**config.mk**
```make
export PLATFORM = sky130hd
export DESIGN_NAME = code_bit_packer_flat
export DESIGN_NICKNAME = d
export VERILOG_FILES = /design/src/hdl/cbp_pkg.sv /design/src/hdl/cbp_ifs.sv /design/src/hdl/cbp_front.sv /design/src/hdl/cbp_queue.sv /design/src/hdl/cbp_back.sv /design/src/hdl/code_bit_packer.sv /design/src/flat_wrapper.sv
export SDC_FILE = /design/constraint.sdc
export NUM_CORES = 1
export LEC_CHECK = 0
export BUFFER_PORTS_ARGS = -buffer_cell sky130_fd_sc_hd__buf_2
export CORE_UTILIZATION = 50
export DETAILED_ROUTE_END_ITERATION = 8
export PLACE_DENSITY = 0.7
export SYNTH_ARGS = -nofsm -noshare
export SYNTH_HDL_FRONTEND = slang
export SYNTH_SLANG_ARGS = --single-unit
export TNS_END_PERCENT = 50
```
**constraint.sdc**
```tcl
create_clock -name clk -period 6 [get_ports clk]
set_clock_uncertainty 0.2 [all_clocks]
set_input_delay 0.9 -clock clk [delete_from_list [all_inputs] [get_ports clk]]
set_output_delay 0.9 -clock clk [all_outputs]
set_load 0.01 [all_outputs]
```
**src/hdl/cbp_pkg.sv**
```systemverilog
package cbp_pkg;

    localparam int CODE_W         = 32;
    localparam int MAX_CODE_WIDTH = 32;
    localparam int EFF_MAX_WIDTH  = (MAX_CODE_WIDTH < CODE_W) ? MAX_CODE_WIDTH : CODE_W;
    localparam int WIDTH_W        = 6;
    localparam int BYTES_PER_CODE = 4;
    localparam int MERGE_W        = 8 + CODE_W;

    localparam logic [WIDTH_W-1:0] RESET_CODE_WIDTH = WIDTH_W'(8);
    localparam logic [7:0]         END_MARKER       = 8'd42;

    typedef enum logic
    {
        CMD_PACK = 1'b0,
        CMD_END  = 1'b1
    } cbp_cmd_t;

    typedef struct packed
    {
        logic [BYTES_PER_CODE-1:0][7:0] bytes;
        logic [2:0]                     count;
        logic                           is_end;
    } cbp_entry_t;

    typedef struct packed
    {
        logic       valid;
        cbp_entry_t entry;
    } cbp_slot_t;

endpackage

```
**src/hdl/cbp_ifs.sv**
```systemverilog
interface cbp_cfg_if;
    import cbp_pkg::*;
    logic               valid;
    logic               ready;
    logic [WIDTH_W-1:0] code_width;
    modport source (output valid, output code_width, input ready);
    modport sink (input valid, input code_width, output ready);
endinterface

interface cbp_in_if;
    import cbp_pkg::*;
    logic              valid;
    logic              ready;
    logic              command;
    logic [CODE_W-1:0] code_value;
    modport source (output valid, output command, output code_value, input ready);
    modport sink (input valid, input command, input code_value, output ready);
endinterface

interface cbp_out_if;
    logic       valid;
    logic       ready;
    logic [7:0] out_byte;
    logic       last_of_run;
    logic       stream_end;
    modport source (output valid, output out_byte, output last_of_run, output stream_end,
                    input ready);
    modport sink (input valid, input out_byte, input last_of_run, input stream_end,
                  output ready);
endinterface

```
**src/hdl/cbp_front.sv**
```systemverilog
module cbp_front
    import cbp_pkg::*;
(
    input  logic      clk,
    input  logic      rst_n,
    cbp_cfg_if.sink   cfg,
    cbp_in_if.sink    codes,
    output cbp_slot_t push,
    input  logic      push_ready
);

    logic [WIDTH_W-1:0] code_width_reg;
    logic [7:0]         partial_reg;
    logic [7:0]         partial_next;
    logic [2:0]         filled_reg;
    logic [2:0]         filled_next;

    logic [WIDTH_W-1:0] width_eff;
    logic [CODE_W:0]    mask_wide;
    logic [CODE_W-1:0]  masked;
    logic [WIDTH_W-1:0] total;
    logic [WIDTH_W-1:0] shift;
    logic [MERGE_W-1:0] merged;
    logic [2:0]         nbytes;
    logic               accept;
    logic               is_end;

    assign cfg.ready   = 1'b1;
    assign codes.ready = push_ready;
    assign accept      = codes.valid && push_ready;
    assign is_end      = (codes.command == CMD_END);

    always_comb
    begin
        if (code_width_reg > WIDTH_W'(EFF_MAX_WIDTH))
        begin
            width_eff = WIDTH_W'(EFF_MAX_WIDTH);
        end
        else
        begin
            width_eff = code_width_reg;
        end
        mask_wide = ((CODE_W+1)'(1) << width_eff) - (CODE_W+1)'(1);
        masked    = codes.code_value & mask_wide[CODE_W-1:0];
        total     = WIDTH_W'(filled_reg) + width_eff;
        shift     = WIDTH_W'(MERGE_W) - total;
        merged    = {partial_reg, {CODE_W{1'b0}}} | ({8'd0, masked} << shift);
        nbytes    = total[5:3];
    end

    always_comb
    begin
        push.valid        = accept && (is_end || nbytes != 3'd0);
        push.entry.bytes  = '0;
        push.entry.count  = nbytes;
        push.entry.is_end = is_end;
        partial_next      = partial_reg;
        filled_next       = filled_reg;
        if (is_end)
        begin
            if (filled_reg != 3'd0)
            begin
                push.entry.bytes[0] = partial_reg;
                push.entry.bytes[1] = END_MARKER;
                push.entry.count    = 3'd2;
            end
            else
            begin
                push.entry.bytes[0] = END_MARKER;
                push.entry.count    = 3'd1;
            end
            if (accept)
            begin
                partial_next = 8'd0;
                filled_next  = 3'd0;
            end
        end
        else
        begin
            for (int i = 0; i < BYTES_PER_CODE; i++)
            begin
                push.entry.bytes[i] = merged[MERGE_W-1-8*i -: 8];
            end
            if (accept)
            begin
                filled_next = total[2:0];
                unique case (nbytes)
                    3'd0:    partial_next = merged[39:32];
                    3'd1:    partial_next = merged[31:24];
                    3'd2:    partial_next = merged[23:16];
                    3'd3:    partial_next = merged[15:8];
                    default: partial_next = merged[7:0];
                endcase
            end
        end
    end

    always_ff @(posedge clk or negedge rst_n)
    begin
        if (!rst_n)
        begin
            code_width_reg <= RESET_CODE_WIDTH;
            partial_reg    <= 8'd0;
            filled_reg     <= 3'd0;
        end
        else
        begin
            if (cfg.valid)
            begin
                code_width_reg <= cfg.code_width;
            end
            partial_reg <= partial_next;
            filled_reg  <= filled_next;
        end
    end

endmodule

```
**src/hdl/cbp_queue.sv**
```systemverilog
module cbp_queue
    import cbp_pkg::*;
(
    input  logic      clk,
    input  logic      rst_n,
    input  cbp_slot_t push,
    output logic      push_ready,
    output cbp_slot_t head,
    input  logic      pop
);

    cbp_entry_t mem [2];
    logic       wr_ptr_reg;
    logic       rd_ptr_reg;
    logic [1:0] count_reg;
    logic [1:0] count_next;
    logic       do_push;
    logic       do_pop;

    assign push_ready = (count_reg != 2'd2);
    assign do_push    = push.valid && push_ready;
    assign do_pop     = pop && (count_reg != 2'd0);
    assign head.valid = (count_reg != 2'd0);
    assign head.entry = mem[rd_ptr_reg];

    always_comb
    begin
        count_next = count_reg;
        if (do_push && !do_pop)
        begin
            count_next = count_reg + 2'd1;
        end
        else if (do_pop && !do_push)
        begin
            count_next = count_reg - 2'd1;
        end
    end

    always_ff @(posedge clk)
    begin
        if (do_push)
        begin
            mem[wr_ptr_reg] <= push.entry;
        end
    end

    always_ff @(posedge clk or negedge rst_n)
    begin
        if (!rst_n)
        begin
            wr_ptr_reg <= 1'b0;
            rd_ptr_reg <= 1'b0;
            count_reg  <= 2'd0;
        end
        else
        begin
            if (do_push)
            begin
                wr_ptr_reg <= ~wr_ptr_reg;
            end
            if (do_pop)
            begin
                rd_ptr_reg <= ~rd_ptr_reg;
            end
            count_reg <= count_next;
        end
    end

endmodule

```
**src/hdl/cbp_back.sv**
```systemverilog
module cbp_back
    import cbp_pkg::*;
(
    input  logic       clk,
    input  logic       rst_n,
    input  cbp_slot_t  head,
    output logic       pop,
    cbp_out_if.source  packed_out
);

    logic [1:0] idx_reg;
    logic [1:0] idx_next;
    logic       out_valid_reg;
    logic       out_valid_next;
    logic [7:0] out_byte_reg;
    logic       out_last_reg;
    logic       out_end_reg;
    logic       load;
    logic       last;

    assign load = head.valid && (!out_valid_reg || packed_out.ready);
    assign last = (({1'b0, idx_reg} + 3'd1) == head.entry.count);
    assign pop  = load && last;

    assign packed_out.valid       = out_valid_reg;
    assign packed_out.out_byte    = out_byte_reg;
    assign packed_out.last_of_run = out_last_reg;
    assign packed_out.stream_end  = out_end_reg;

    always_comb
    begin
        idx_next       = idx_reg;
        out_valid_next = out_valid_reg;
        if (load)
        begin
            out_valid_next = 1'b1;
            idx_next       = last ? 2'd0 : idx_reg + 2'd1;
        end
        else if (packed_out.ready)
        begin
            out_valid_next = 1'b0;
        end
    end

    always_ff @(posedge clk)
    begin
        if (load)
        begin
            out_byte_reg <= head.entry.bytes[idx_reg];
            out_last_reg <= last;
            out_end_reg  <= last && head.entry.is_end;
        end
    end

    always_ff @(posedge clk or negedge rst_n)
    begin
        if (!rst_n)
        begin
            idx_reg       <= 2'd0;
            out_valid_reg <= 1'b0;
        end
        else
        begin
            idx_reg       <= idx_next;
            out_valid_reg <= out_valid_next;
        end
    end

endmodule

```
**src/hdl/code_bit_packer.sv**
```systemverilog
// channel   | role   | payload
// cfg       | sink   | code_width[5:0]
// codes     | sink   | command, code_value[31:0]
// packed_out| source | out_byte[7:0], last_of_run, stream_end
//
// one code yields 0 to 4 bytes, sent one byte per cycle from the output register
// while packed_out is ready; the byte sequencer sets this rate
// a code is classified and merged into the accumulator in the cycle it transfers
// a two-entry queue lets codes transfer while earlier bytes are still being sent
// reset empties the accumulator, the queue and the output register; code_width is 8

module code_bit_packer
    import cbp_pkg::*;
(
    input  logic      clk,
    input  logic      rst_n,
    cbp_cfg_if.sink   cfg,
    cbp_in_if.sink    codes,
    cbp_out_if.source packed_out
);

    cbp_slot_t push;
    cbp_slot_t head;
    logic      push_ready;
    logic      pop;

    cbp_front u_front
    (
        .clk        (clk),
        .rst_n      (rst_n),
        .cfg        (cfg),
        .codes      (codes),
        .push       (push),
        .push_ready (push_ready)
    );

    cbp_queue u_queue
    (
        .clk        (clk),
        .rst_n      (rst_n),
        .push       (push),
        .push_ready (push_ready),
        .head       (head),
        .pop        (pop)
    );

    cbp_back u_back
    (
        .clk        (clk),
        .rst_n      (rst_n),
        .head       (head),
        .pop        (pop),
        .packed_out (packed_out)
    );

endmodule
```
**src/flat_wrapper.sv**
```systemverilog
// flat-port wrapper written by rule: the top's interface ports become plain ports
module code_bit_packer_flat import cbp_pkg::*;
  (clk, rst_n, cfg_valid, cfg_code_width, cfg_ready, codes_valid, codes_command, codes_code_value, codes_ready, packed_out_valid, packed_out_out_byte, packed_out_last_of_run, packed_out_stream_end, packed_out_ready);
  cbp_cfg_if cfg_i ();
  cbp_in_if codes_i ();
  cbp_out_if packed_out_i ();
  input  logic clk;
  input  logic rst_n;
  input wire logic [$bits(cfg_i.valid)-1:0] cfg_valid;
  input wire logic [$bits(cfg_i.code_width)-1:0] cfg_code_width;
  output wire logic [$bits(cfg_i.ready)-1:0] cfg_ready;
  input wire logic [$bits(codes_i.valid)-1:0] codes_valid;
  input wire logic [$bits(codes_i.command)-1:0] codes_command;
  input wire logic [$bits(codes_i.code_value)-1:0] codes_code_value;
  output wire logic [$bits(codes_i.ready)-1:0] codes_ready;
  output wire logic [$bits(packed_out_i.valid)-1:0] packed_out_valid;
  output wire logic [$bits(packed_out_i.out_byte)-1:0] packed_out_out_byte;
  output wire logic [$bits(packed_out_i.last_of_run)-1:0] packed_out_last_of_run;
  output wire logic [$bits(packed_out_i.stream_end)-1:0] packed_out_stream_end;
  input wire logic [$bits(packed_out_i.ready)-1:0] packed_out_ready;
  assign cfg_i.valid = cfg_valid;
  assign cfg_i.code_width = cfg_code_width;
  assign cfg_ready = cfg_i.ready;
  assign codes_i.valid = codes_valid;
  assign codes_i.command = codes_command;
  assign codes_i.code_value = codes_code_value;
  assign codes_ready = codes_i.ready;
  assign packed_out_valid = packed_out_i.valid;
  assign packed_out_out_byte = packed_out_i.out_byte;
  assign packed_out_last_of_run = packed_out_i.last_of_run;
  assign packed_out_stream_end = packed_out_i.stream_end;
  assign packed_out_i.ready = packed_out_ready;
  code_bit_packer u_core (.clk(clk), .rst_n(rst_n), .cfg(cfg_i), .codes(codes_i), .packed_out(packed_out_i));
endmodule
```
==> reports/qor.json <==
{
  "synth.lib_cells_used.distinct": 105,
  "worst-endpoint-arrival_ns": 5.26,
  "chipWidth_um": 134,
  "post_detailed_route_drc_marker_count": 0,
  "clock_sinks": 106,
  "grt_overflow": 0,
  "max-cap-violations": 0,
  "area_growth_pct": 7.04,
  "hold_path_startpoint": "u_core.u_back.packed_out.valid",
  "yosys-top-cells-area": "edfxtp_1 28%, mux4_2 6.7%, dfrtp_1 6.6%",
  "r2r-start": "u_core.u_front.code_width_reg[1]",
  "route.vias.total": 7542,
  "synth_top_cell_by_area": "edfxtp_1",
  "grt_setup_unrepaired": "false",
  "worst_skew_pair.late_latency_ns": 0.35,
  "status": "finished, final reports clean",
  "drtIter0Drc": 948,
  "synth.yosys.seq_area_share_pct": 35.3,
  "place_inst": 1105,
  "endpoint_kind": "flip-flop",
  "syn_area_per_cell_um2": 9.79,
  "timing.final.hold_violations": 0,
  "syn_nets": 936,
  "slew_margin_rel_pct": 23.2,
  "max_slew.worst_pin.slew_ns": 1.15,
  "global_route_wire_length_before_repair_um": 40800,
  "diodes": 0,
  "synth-async-reset-ratio_pct": 22.6,
  "filler_cell_count": 1492,
  "timing.setup.tns_ns": 0,
  "ys_ff_latch": 106,
  "post_cts_buffers": 0,
  "antenna_found_initial": 0,
  "placement_rows": 47,
  "synth_enable_flop_cells": 82,
  "design.portCount": 57,
  "hold_depth": 2,
  "initial_utilization_pct": 51.8,
  "register_area_um2": 3060,
  "synth-main-ff-cell": "edfxtp_1",
  "tritoncts": "yes",
  "ant_nets": 0,
  "clock.fmax_mhz": 188,
  "cts-root-to-sink-buffers": 2,
  "numCtsBuffers": 9,
  "worst-path-max-fanout": 31,
  "buffer_ports.inserted": 55,
  "final_number_of_setup_violating_endpoints": 0,
  "yosys_warnings": 0,
  "dr.pass1.iters": 6,
  "post_cts_resize_count": 0,
  "grt_use_total_pct": 29.7,
  "final_min_period_over_clock_period_pct": 88.5,
  "cts_hold_buffers": 0,
  "element_type_at_the_critical_path_start": "flip-flop",
  "fin_nets": 946,
  "cp.required_ns": 5.95,
  "period_minus_slack_ns": 5.31,
  "chipHeight_um": 134,
  "post_synth_inst_count": 886,
  "grt_pass1_vias": 7218,
  "reg2regPathDepth": 10,
  "synth.top_cell.area_share_pct": 28.4,
  "largest_register_ff_count": 72,
  "clock_tree.root_cell": "clkbuf_16",
  "routed_wire_length_per_instance_um": 23.2,
  "startpoint": "u_core.u_front.code_width_reg[1]",
  "crit_type": "reg2reg",
  "multi_input_comb_area_um2": 5180,
  "finish.cell_count_without_fillers": 1121,
  "worst_setup_hold_path_clk_slew_ns": 0.08,
  "gp_congestion": 1.02,
  "route.detailed.vias_per_inst": 6.73,
  "fraction_of_final_layout_cells_sized_beyond_drive_strength_1_pct": 20.9,
  "whs_ns": 0.313,
  "post_synth_instance_area_um2": 8680,
  "htree_levels": 3,
  "maximum_number_of_pins_on_one_net_before_global_route_repair": 51,
  "timing.final.max_slew_violations": 0,
  "die-area_um2": 17900,
  "postRouteWirelength_um": 26000,
  "place_hpwl_um": 19400,
  "path_type_of_the_worst_min_delay_path": "reg2reg",
  "core_region_area_um2": 16800
}
==> stage by stage <==
step,setup WS (ns),cell area (um2),utilization (%)
floorplan,0.00477,8680,-
global placement,0.850,8980,53.6
detailed placement,0.848,8980,53.6
CTS,0.819,9290,55.4
global route,0.458,9290,55.4
finish,0.689,9290,55.4
==> worst paths after layout <==
path / slack [ns] / to
setup / recovery: 0.69 / u_core.u_queue.mem[1][19]
hold / removal: 0.31 / u_core.u_back.packed_out.valid
setup reg to reg: 0.69 / u_core.u_queue.mem[1][19]
hold reg to reg: 0.31 / u_core.u_back.packed_out.valid
max in group asynchronous: 4.81 / u_core.u_front.partial_reg[5]
min in group asynchronous: 0.36 / u_core.u_queue.rd_ptr_reg
==> layout by cell type, fill, tap and decap left out, types with 7 or more instances in the layout <==
cell       count
buf_4         18
o32ai_1        7
nand2_1       86
buf_2         55
mux2i_1       20
o31ai_1       16
o22ai_1        9
inv_1         10
xor2_1         8
o21ai_1        8
a21oi_1       46
clkbuf_16      9
a22oi_1        7
and3_1         7
nand2b_1      12
o21ai_0       37
or3_1         11
edfxtp_1      82
mux4_2        26
mux2_2        16
a211oi_1      17
o211ai_1      17
xnor2_1        8
nor3_1        23
dfrtp_1       23
nand3_1       21
nor2_1        80
o211a_1        8
nor2b_1       12
a31oi_1       19
a21o_1        11
==> metal layers <==
metal | wire length (um) | GRT usage (%)
met5 | 0 | 0
met4 | 614 | 8.96
met3 | 1880 | 4.60
met2 | 12400 | 48.6
met1 | 11100 | 40.5
==> synth_stat cells, types with 10 or more instances <==
cell type	number
a31oi_1	19
edfxtp_1	82
inv_1	10
a21oi_1	46
nor2b_1	12
buf_2	22
nor3_1	24
clkbuf_1	25
a21o_1	11
buf_4	11
o31ai_1	16
or3_1	11
nand3_1	21
a211oi_1	17
mux4_2	26
nor2_1	80
o21ai_0	37
dfrtp_1	23
mux2_2	16
nand2b_1	12
o211ai_1	17
mux2i_1	20
nand2_1	86
==> final cells by class <==
class / count / share of cell area [%]
Inverter: 12 / 0.485
Multi-Input combinational cell: 694 / 55.8
Timing Repair Buffer: 73 / 4.42
Clock inverter: 7 / 0.929
Tap cell: 220 / 2.96
Sequential cell: 106 / 33.0
Clock buffer: 9 / 2.42
==> cells by family (layout without fill, tap and decap cells) <==
kind of cell / Yosys count / in the layout / share of synthesized area [%]
xor gates and xnor gates: 23 / 23 / 2.97
buffers and inverters: 86 / 101 / 5.12
adders and majority gates: 6 / 6 / 0.865
other: 1 / 1 / 0.0432
and+or+nand+nor: 305 / 305 / 17.9
muxes: 65 / 65 / 11.7
AOI/OAI and AO/OA: 294 / 294 / 26.0
DFF: 106 / 106 / 35.3
==> critical path, cell delays in order, from the launching register on <==
cell	delay (ns)
dfrtp_1	0.76
nor4_4	0.79
nand2_1	0.12
ha_1	0.62
inv_1	0.38
o31ai_1	0.16
or3_1	0.42
mux4_2	0.53
mux2i_1	0.48
o21ai_0	0.29
a21oi_1	0.33
Power is not shown: default switching activity piles up to over one toggle a cycle in this logic, so the estimate is an artifact.
